<file path="config.mk">
export PLATFORM = sky130hd
export DESIGN_NAME = rrs_ctrl
export DESIGN_NICKNAME = d
export VERILOG_FILES = /design/src/rtl/core/rrs_pkg.sv /design/src/rtl/core/rrs_ctrl.sv
export SDC_FILE = /design/constraint.sdc
export NUM_CORES = 1
export LEC_CHECK = 0
export ABC_CLOCK_PERIOD_IN_PS = 1870
export BUFFER_PORTS_ARGS = -buffer_cell sky130_fd_sc_hd__buf_4
export CAP_MARGIN = 10
export CORE_ASPECT_RATIO = 1.4
export CORE_UTILIZATION = 55
export DETAILED_ROUTE_END_ITERATION = 12
export PLACE_DENSITY = 0.89
export SLEW_MARGIN = 0
export SYNTH_ARGS = -nofsm -noshare
export SYNTH_HDL_FRONTEND = slang
export SYNTH_SLANG_ARGS = --single-unit
</file>
<file path="constraint.sdc">
create_clock -name i_clk -period 1.87 [get_ports i_clk]
set_clock_uncertainty 0.05 [all_clocks]
set_input_delay 0.187 -clock i_clk [delete_from_list [all_inputs] [get_ports i_clk]]
set_output_delay 0.187 -clock i_clk [all_outputs]
set_load 0.01 [all_outputs]
</file>
<file path="src/rtl/core/rrs_pkg.sv">
`timescale 1ns / 1ps
// ----------------------------------------------------------------------------
// rrs_pkg: shared types for the rectangle region set
// Opcodes, status codes, word formats and the controller/datapath link.
// ----------------------------------------------------------------------------
package rrs_pkg;

    localparam int MAX_RECTS_DEF      = 16;
    localparam int SCRATCH_PIECES_DEF = 64;
    localparam int COORD_BITS_DEF     = 16;

    typedef enum logic [2:0] {
        OP_ADD,
        OP_REMOVE,
        OP_INTERSECT,
        OP_POINT,
        OP_CONTAIN,
        OP_BBOX,
        OP_CLEAR,
        OP_READ
    } t_opcode;

    typedef enum logic [1:0] {
        ST_OK,
        ST_OVERFLOW,
        ST_BAD_INDEX
    } t_status;

    typedef struct packed {
        t_opcode            opcode;
        logic signed [15:0] left_x;
        logic signed [15:0] top_y;
        logic [14:0]        width;
        logic [14:0]        height;
        logic [3:0]         entry_index;
    } t_in_word;

    typedef struct packed {
        t_status            status;
        logic               hit;
        logic [4:0]         entry_count;
        logic signed [15:0] out_left_x;
        logic signed [15:0] out_top_y;
        logic [15:0]        out_width;
        logic [15:0]        out_height;
    } t_out_word;

    // datapath micro-operations, one per cycle
    typedef enum logic [4:0] {
        U_NOP,
        U_LO_INIT,
        U_RD_TI,
        U_CUT_LD,
        U_SUB_RD,
        U_SUB_LD,
        U_CLIP,
        U_SUB_EMIT,
        U_FLIP,
        U_REM_INIT,
        U_CHK,
        U_CP_INIT,
        U_CP_RD,
        U_CP_WR,
        U_COMMIT,
        U_IX_INIT,
        U_IX_LD,
        U_IX_WR,
        U_IX_END,
        U_PT_TEST,
        U_BB_ACC,
        U_RE_RD,
        U_CLEAR,
        U_RES
    } t_uop;

    typedef struct packed {
        t_uop uop;
        logic accept;
    } t_cmd;

    typedef struct packed {
        t_opcode op;
        logic    i_end;
        logic    k_zero;
        logic    j_end;
        logic    cp_end;
        logic    last_part;
        logic    emit_ovf;
        logic    fits;
        logic    idx_ok;
        logic    out_free;
    } t_stat;

endpackage

</file>
<file path="src/rtl/core/rrs_ctrl.sv">
`timescale 1ns / 1ps
// ----------------------------------------------------------------------------
// rrs_ctrl: operation sequencer
// Walks each opcode through its micro-operation sequence.
// ----------------------------------------------------------------------------
module rrs_ctrl (
    input  logic           i_clk,
    input  logic           i_rst_n,
    input  logic           i_valid,
    input  rrs_pkg::t_stat i_stat,
    output logic           o_ready,
    output rrs_pkg::t_cmd  o_cmd
);

    typedef enum logic [4:0] {
        S_IDLE,
        S_DISP,
        S_LO_INIT,
        S_LO_TEST,
        S_CUT_RD,
        S_CUT_LD,
        S_SUB_RD,
        S_SUB_LD,
        S_SUB_CLIP,
        S_SUB_EMIT,
        S_SUB_END,
        S_LO_DONE,
        S_REM_INIT,
        S_REM_CHK,
        S_CP_INIT,
        S_CP_RD,
        S_CP_WR,
        S_COMMIT,
        S_IX_INIT,
        S_IX_RD,
        S_IX_LD,
        S_IX_CLIP,
        S_IX_WR,
        S_IX_END,
        S_PT_RD,
        S_PT_TEST,
        S_BB_RD,
        S_BB_ACC,
        S_RE_RD,
        S_CLR,
        S_RES
    } t_state;

    t_state        r_state, n_state;
    logic          r_rdy, n_rdy;
    rrs_pkg::t_uop uop;

    always_comb begin
        n_state = r_state;
        uop     = rrs_pkg::U_NOP;
        case (r_state)
            S_IDLE: begin
                if (r_rdy && i_valid) n_state = S_DISP;
            end
            S_DISP: begin
                case (i_stat.op)
                    rrs_pkg::OP_ADD, rrs_pkg::OP_CONTAIN: n_state = S_LO_INIT;
                    rrs_pkg::OP_REMOVE:    n_state = S_REM_INIT;
                    rrs_pkg::OP_INTERSECT: n_state = S_IX_INIT;
                    rrs_pkg::OP_POINT:     n_state = S_PT_RD;
                    rrs_pkg::OP_BBOX:      n_state = S_BB_RD;
                    rrs_pkg::OP_CLEAR:     n_state = S_CLR;
                    default:               n_state = i_stat.idx_ok ? S_RE_RD : S_RES;
                endcase
            end
            S_LO_INIT: begin
                uop     = rrs_pkg::U_LO_INIT;
                n_state = S_LO_TEST;
            end
            S_LO_TEST: begin
                n_state = (i_stat.i_end || i_stat.k_zero) ? S_LO_DONE : S_CUT_RD;
            end
            S_CUT_RD: begin
                uop     = rrs_pkg::U_RD_TI;
                n_state = S_CUT_LD;
            end
            S_CUT_LD: begin
                uop     = rrs_pkg::U_CUT_LD;
                n_state = S_SUB_RD;
            end
            S_SUB_RD: begin
                uop     = rrs_pkg::U_SUB_RD;
                n_state = i_stat.j_end ? S_SUB_END : S_SUB_LD;
            end
            S_SUB_LD: begin
                uop     = rrs_pkg::U_SUB_LD;
                n_state = S_SUB_CLIP;
            end
            S_SUB_CLIP: begin
                uop     = rrs_pkg::U_CLIP;
                n_state = S_SUB_EMIT;
            end
            S_SUB_EMIT: begin
                uop = rrs_pkg::U_SUB_EMIT;
                if (i_stat.emit_ovf) n_state = S_RES;
                else if (i_stat.last_part) n_state = S_SUB_RD;
            end
            S_SUB_END: begin
                uop     = rrs_pkg::U_FLIP;
                n_state = (i_stat.op == rrs_pkg::OP_REMOVE) ? S_REM_CHK : S_LO_TEST;
            end
            S_LO_DONE: begin
                uop = rrs_pkg::U_CHK;
                if (i_stat.op == rrs_pkg::OP_CONTAIN) n_state = S_RES;
                else n_state = i_stat.fits ? S_CP_INIT : S_RES;
            end
            S_REM_INIT: begin
                uop     = rrs_pkg::U_REM_INIT;
                n_state = S_SUB_RD;
            end
            S_REM_CHK: begin
                uop     = rrs_pkg::U_CHK;
                n_state = i_stat.fits ? S_CP_INIT : S_RES;
            end
            S_CP_INIT: begin
                uop     = rrs_pkg::U_CP_INIT;
                n_state = S_CP_RD;
            end
            S_CP_RD: begin
                uop     = rrs_pkg::U_CP_RD;
                n_state = i_stat.cp_end ? S_COMMIT : S_CP_WR;
            end
            S_CP_WR: begin
                uop     = rrs_pkg::U_CP_WR;
                n_state = S_CP_RD;
            end
            S_COMMIT: begin
                uop     = rrs_pkg::U_COMMIT;
                n_state = S_RES;
            end
            S_IX_INIT: begin
                uop     = rrs_pkg::U_IX_INIT;
                n_state = S_IX_RD;
            end
            S_IX_RD: begin
                uop     = rrs_pkg::U_RD_TI;
                n_state = i_stat.i_end ? S_IX_END : S_IX_LD;
            end
            S_IX_LD: begin
                uop     = rrs_pkg::U_IX_LD;
                n_state = S_IX_CLIP;
            end
            S_IX_CLIP: begin
                uop     = rrs_pkg::U_CLIP;
                n_state = S_IX_WR;
            end
            S_IX_WR: begin
                uop     = rrs_pkg::U_IX_WR;
                n_state = S_IX_RD;
            end
            S_IX_END: begin
                uop     = rrs_pkg::U_IX_END;
                n_state = S_RES;
            end
            S_PT_RD: begin
                uop     = rrs_pkg::U_RD_TI;
                n_state = i_stat.i_end ? S_RES : S_PT_TEST;
            end
            S_PT_TEST: begin
                uop     = rrs_pkg::U_PT_TEST;
                n_state = S_PT_RD;
            end
            S_BB_RD: begin
                uop     = rrs_pkg::U_RD_TI;
                n_state = i_stat.i_end ? S_RES : S_BB_ACC;
            end
            S_BB_ACC: begin
                uop     = rrs_pkg::U_BB_ACC;
                n_state = S_BB_RD;
            end
            S_RE_RD: begin
                uop     = rrs_pkg::U_RE_RD;
                n_state = S_RES;
            end
            S_CLR: begin
                uop     = rrs_pkg::U_CLEAR;
                n_state = S_RES;
            end
            S_RES: begin
                uop = rrs_pkg::U_RES;
                if (i_stat.out_free) n_state = S_IDLE;
            end
            default: n_state = S_IDLE;
        endcase
        n_rdy = (n_state == S_IDLE);
    end

    always_ff @(posedge i_clk) begin
        if (!i_rst_n) begin
            r_state <= S_IDLE;
            r_rdy   <= 1'b1;
        end else begin
            r_state <= n_state;
            r_rdy   <= n_rdy;
        end
    end

    assign o_ready    = r_rdy;
    assign o_cmd.uop  = uop;
    assign o_cmd.accept = r_rdy && i_valid;

endmodule

</file>
==> results of run 1 <==
[layer usage]
layer	overflow	track usage [%]
met2	5	82.9
met3	0	63.5
met5	0	0
met1	0	71.8
met4	17	81.3
[through the flow]
step                utilization (%)  setup WS (ps)  hold WS, ps
global placement               82.7           -120          353
floorplan                         -            156          202
CTS                            91.9           1.25          109
detailed placement             82.7           -179          359
[repair_timing]
item,4_1_cts
endpoints found under the setup margin,11
pin swaps,11
resized for setup,29
gates cloned,0
buffers inserted,7
[cells by family after synthesis]
kind of cell / Yosys count / synth area share (%)
muxes: 1 / 0.900
AOI/OAI and AO/OA: 56 / 33.6
buffers and inverters: 19 / 11.7
DFF: 6 / 10.8
and+or+nand+nor: 78 / 43.0
==> impl_metrics.csv, run 1 <==
group,metric,value,unit
logic_synthesis,netlist.area_leader.share,10.8,%
run_status,lastStage,"global routing (5_1_grt)",
place,gp_congestion,1.06,
logic_synthesis,synth-main-ff-cell,"sky130_fd_sc_hd__dfxtp_1",
global_routing,grt-ovfl-total,22,
run_status,flow.first_error,"[ERROR GRT-0232] Routing congestion too high. Check the congestion heatmap in the GUI.",
logic_synthesis,syn_nets,175,
logic_synthesis,synthTopCellsByCount,"14 x sky130_fd_sc_hd__a21oi_1, 12 x sky130_fd_sc_hd__nand2_1, 12 x sky130_fd_sc_hd__nor2_1, 12 x sky130_fd_sc_hd__o21ai_0",
logic_synthesis,netlist_top_cells_area,"sky130_fd_sc_hd__dfxtp_1 11%, sky130_fd_sc_hd__a21oi_1 6.3%, sky130_fd_sc_hd__o21ai_0 5.4%",
logic_synthesis,yosysWarningCount,0,
logic_synthesis,post-synth-top-count-cell,"sky130_fd_sc_hd__a21oi_1",
global_routing,globalRouteTotalUtil,73.6,%
logic_synthesis,synthDominantAreaCellType,"sky130_fd_sc_hd__dfxtp_1",
place,detailed_place_hpwl,3.17,mm
floorplanning,die_h,55.2,um
floorplanning,die_x,40.0,um
clock_tree,cts-root-to-sink-buffers,2,
logic_synthesis,synth_cell_type_count,56,
run_status,run_status,"did not finish",
floorplanning,row_count,18,
sta,timing.repair.worst_endpoint_type,"register data pin",
clock_tree,clock-root-buffer,"sky130_fd_sc_hd__clkbuf_4",
clock_tree,cts_inserted_buffers,3,
logic_synthesis,synthArstFlopShare,0,%
clock_tree,cts.sink_count,6,
floorplanning,number_of_top_level_pins,22,
clock_tree,postCtsHoldBufs,0,
logic_synthesis,seq_area_frac_synth,10.8,%
place,dpl_cell_area,1510,sq um
place,placedCellCount,227,
global_routing,pin_count_of_the_biggest_net_entering_global_routing,19,
place,port_buffers,21,
logic_synthesis,synth-seq-cells,6,
logic_synthesis,syn_area,1110,sq um
logic_synthesis,netlist_instances,160,
clock_tree,cts_htree_levels,1,
logic_synthesis,synth_edf_count,0,
logic_synthesis,avgSynthCellArea,6.95,sq um
floorplanning,initial_utilization,61.0,%
sta,worst_endpoint,"o_ready$_SDFF_PN1_/D",
==> run 2, diff against run 1 <==
Settings changed: CORE_AREA set to 2 2 63 65, CORE_ASPECT_RATIO 1.4 to not set, CORE_UTILIZATION 55 to not set, DIE_AREA set to 0 0 65 67, PLACE_DENSITY 0.89 to not set, PLACE_DENSITY_LB_ADDON set to 0.15.
==> impl_metrics.csv, run 2 <==
group,metric,value,unit
floorplanning,design.die.area,4360,sq um
logic_synthesis,synth-seq-cells,6,
worst_setup_path,cp_max_fo,6,
sta,relative_slew_margins,78.7,%
clock_tree,clock-root-buffer,"sky130_fd_sc_hd__clkbuf_8",
logic_synthesis,post-synth-top-count-cell,"sky130_fd_sc_hd__a21oi_1",
logic_synthesis,netlist_top_cells_area,"sky130_fd_sc_hd__dfxtp_1 11%, sky130_fd_sc_hd__a21oi_1 6.3%, sky130_fd_sc_hd__o21ai_0 5.4%",
power_and_ir_drop,power-per-cell-area,1780,nW/um^2
finish,post_route_standard_cell_area_excluding_fillers,1960,sq um
drt,first_pass_iters,4,
sta,finalMaxSlewViolations,0,
min_path,hold-path-cell-count,2,
worst_setup_path,crit_required,1960,ps
finish,layout-area-overhead-vs-synth,76.4,%
floorplanning,row_count,22,
min_path,hp-class,"in2reg",
drt,routed_wire_length_per_instance,16.5,um
min_path,hold-path-endpoint,"o_ready",
clock_tree,clkSlewWorstSetupHoldPaths,40,ps
clock_tree,tritoncts,"yes",
sta,grt_setup_unrepaired,"true",
min_path,hold_path.startpoint,"i_rst_n",
place,gp_congestion,0.891,
worst_setup_path,timing.critical_path.arrival,1970,ps
worst_setup_path,ff2ff_path_depth,6,
logic_synthesis,syn_area,1110,sq um
clock_tree,clkLatencyLatePin,230,ps
logic_synthesis,synthDominantAreaCellType,"sky130_fd_sc_hd__dfxtp_1",
sta,fmaxAchievable,533,MHz
worst_setup_path,reg2reg_from,"r_state[4]",
sta,timing.hold.ws,130,ps
global_routing,grt_first_pass_wirelength,6.96,mm
drt,route.detailed.drc,0,
drt,finalWirelength,4.70,mm
power_and_ir_drop,cellLeakagePower,0.000828,uW
sta,postLayoutSetupSlackWorst,-6.72,ps
sta,setup-violations-final,1,
power_and_ir_drop,power.ir.vdd_worst,0.000617,V
sta,post-route-period-util,100,%
drt,detail_route.iter0.violations,94,
logic_synthesis,seq_area_frac_synth,10.8,%
worst_setup_path,reg2reg_setup_slack,-7,ps
logic_synthesis,synthArstFlopShare,0,%
run_status,failed_checks,"negative setup slack",
clock_tree,postCtsHoldBufs,0,
clock_tree,cts_htree_levels,1,
finish,layout-drive-gt1-share,57.8,%
clock_tree,cts-root-to-sink-buffers,2,
logic_synthesis,netlist_instances,160,
global_routing,grt_pass1_vias,1429,
finish,most_frequent_cells_in_the_layout,"77 x sky130_fd_sc_hd__buf_4, 12 x sky130_fd_sc_hd__a21oi_1, 10 x sky130_fd_sc_hd__o21ai_0, 10 x sky130_fd_sc_hd__nand2_1",
logic_synthesis,avgSynthCellArea,6.95,sq um
logic_synthesis,synth_cell_type_count,56,
worst_setup_path,start_kind,"flip-flop",
sta,period_needed,1880,ps
worst_setup_path,critPathCaptureType,"flip-flop",
logic_synthesis,synth_edf_count,0,
logic_synthesis,synthTopCellsByCount,"14 x sky130_fd_sc_hd__a21oi_1, 12 x sky130_fd_sc_hd__nand2_1, 12 x sky130_fd_sc_hd__nor2_1, 12 x sky130_fd_sc_hd__o21ai_0",
finish,layout_commonest_cell,"sky130_fd_sc_hd__buf_4",
finish,layout.nets,254,
place,dpl_cell_area,1640,sq um
finish,antennaDiodeCount,0,
logic_synthesis,synth-main-ff-cell,"sky130_fd_sc_hd__dfxtp_1",
floorplanning,initial_utilization,30.8,%
finish,regMostFlops,"r_state",
drt,drtAntennaViolNets,0,
worst_setup_path,rr_endpoint,"o_ready",
global_routing,grt-ovfl-total,0,
logic_synthesis,syn_nets,175,
sta,worst-slew-pin-transition,317,ps
clock_tree,cts_inserted_buffers,3,
logic_synthesis,netlist.area_leader.share,10.8,%
global_routing,globalRouteTotalUtil,20.8,%
worst_setup_path,timing.setup.critical_path_class,"reg2reg",
run_status,run_status,"finished with violations",
finish,largest_register_ffs,5,
floorplanning,die_x,65,um
clock_tree,cts.sink_count,6,
sta,final_count_of_hold_timing_violations,0,
global_routing,pin_count_of_the_biggest_net_entering_global_routing,16,
floorplanning,core_area,3610,sq um
run,cap_violations,0,
place,detailed_place_hpwl,3.40,mm
logic_synthesis,yosysWarningCount,0,
floorplanning,die_h,67,um
floorplanning,number_of_top_level_pins,22,
place,port_buffers,21,
drt,vias_per_cell,5.51,
global_routing,grt_antenna_before_repair,0,
drt,via_count,1571,
[run 2: repair_timing]
action / 4_1_cts / 5_1_grt
setup buffers: 3 / 9
resized for setup: 20 / 33
endpoints found under the setup margin: 9 / 9
pin swaps: 5 / 15
[run 2: area by class of cell]
cell class,instances,area (sq um)
Clock buffer,3,41.3
Inverter,5,18.8
Multi-Input combinational cell,135,1000
Timing Repair Buffer,88,704
Fill cell,335,1640
Tap cell,48,60.1
Sequential cell,6,136
[run 2: worst max-delay path by stage]
stage / endpoint / depth (start not counted) / from / slack (ps)
floorplan: o_ready / 6 / r_state[2] / 160
global placement: o_ready / 7 / r_state[1] / -180
detailed placement: o_ready / 7 / r_state[4] / -170
CTS: o_ready / 9 / r_state[3] / -60
global route: o_ready / 9 / r_state[4] / -70
finish: o_ready / 6 / r_state[4] / -7
[run 2: metrics by stage]
stage                     setup WS [ps]  total power [uW]  utilization, %  setup TNS, ps  cells
after global routing              -70.8              3720            54.4           -120    285
after global placement             -180              2670            45.6           -520    270
after floorplan                     156              1590               -              0    160
after CTS                         -59.0              3060            49.0          -59.0    276
after detailed placement           -174              2690            45.6           -542    270
final                             -6.72              3490            54.4          -6.72    285
[run 2: critical path: stages (launching register included)]
cell and delay [ps]:
sky130_fd_sc_hd__dfxtp_4 360, sky130_fd_sc_hd__buf_6 130, sky130_fd_sc_hd__nor2b_2 160, sky130_fd_sc_hd__a22oi_2 190, sky130_fd_sc_hd__o22ai_2 130, sky130_fd_sc_hd__or4_4 550
sky130_fd_sc_hd__o31ai_2 230
[run 2: logic make-up (layout without fill, tap and decap cells)]
logic type / Yosys count / count (layout) / share of synthesized area, %
AOI/OAI and AO/OA: 56 / 56 / 33.6
buffers and inverters: 19 / 96 / 11.7
DFF: 6 / 6 / 10.8
muxes: 1 / 1 / 0.900
and+or+nand+nor: 78 / 78 / 43.0
[run 2: per-layer routing]
metal  part of all wire, %  wire length [um]  vias up  GRT usage [%]
li1                      -                 -      766              -
met1                    41              1930      730           26.5
met2                    50              2360       63           36.5
met3                   5.7               266       12           1.52
met4                   3.1               144        0           7.98
met5                     0                 0        -              0
[run 2: report_power, final]
| group | switching [uW] | total, uW | internal (uW) |
|---|---|---|---|
| Combinational | 1380 | 2960 | 1580 |
| Clock | 58.2 | 197 | 138 |
| Sequential | 117 | 331 | 215 |
No activity file was read; power rests on OpenSTA's default activity.
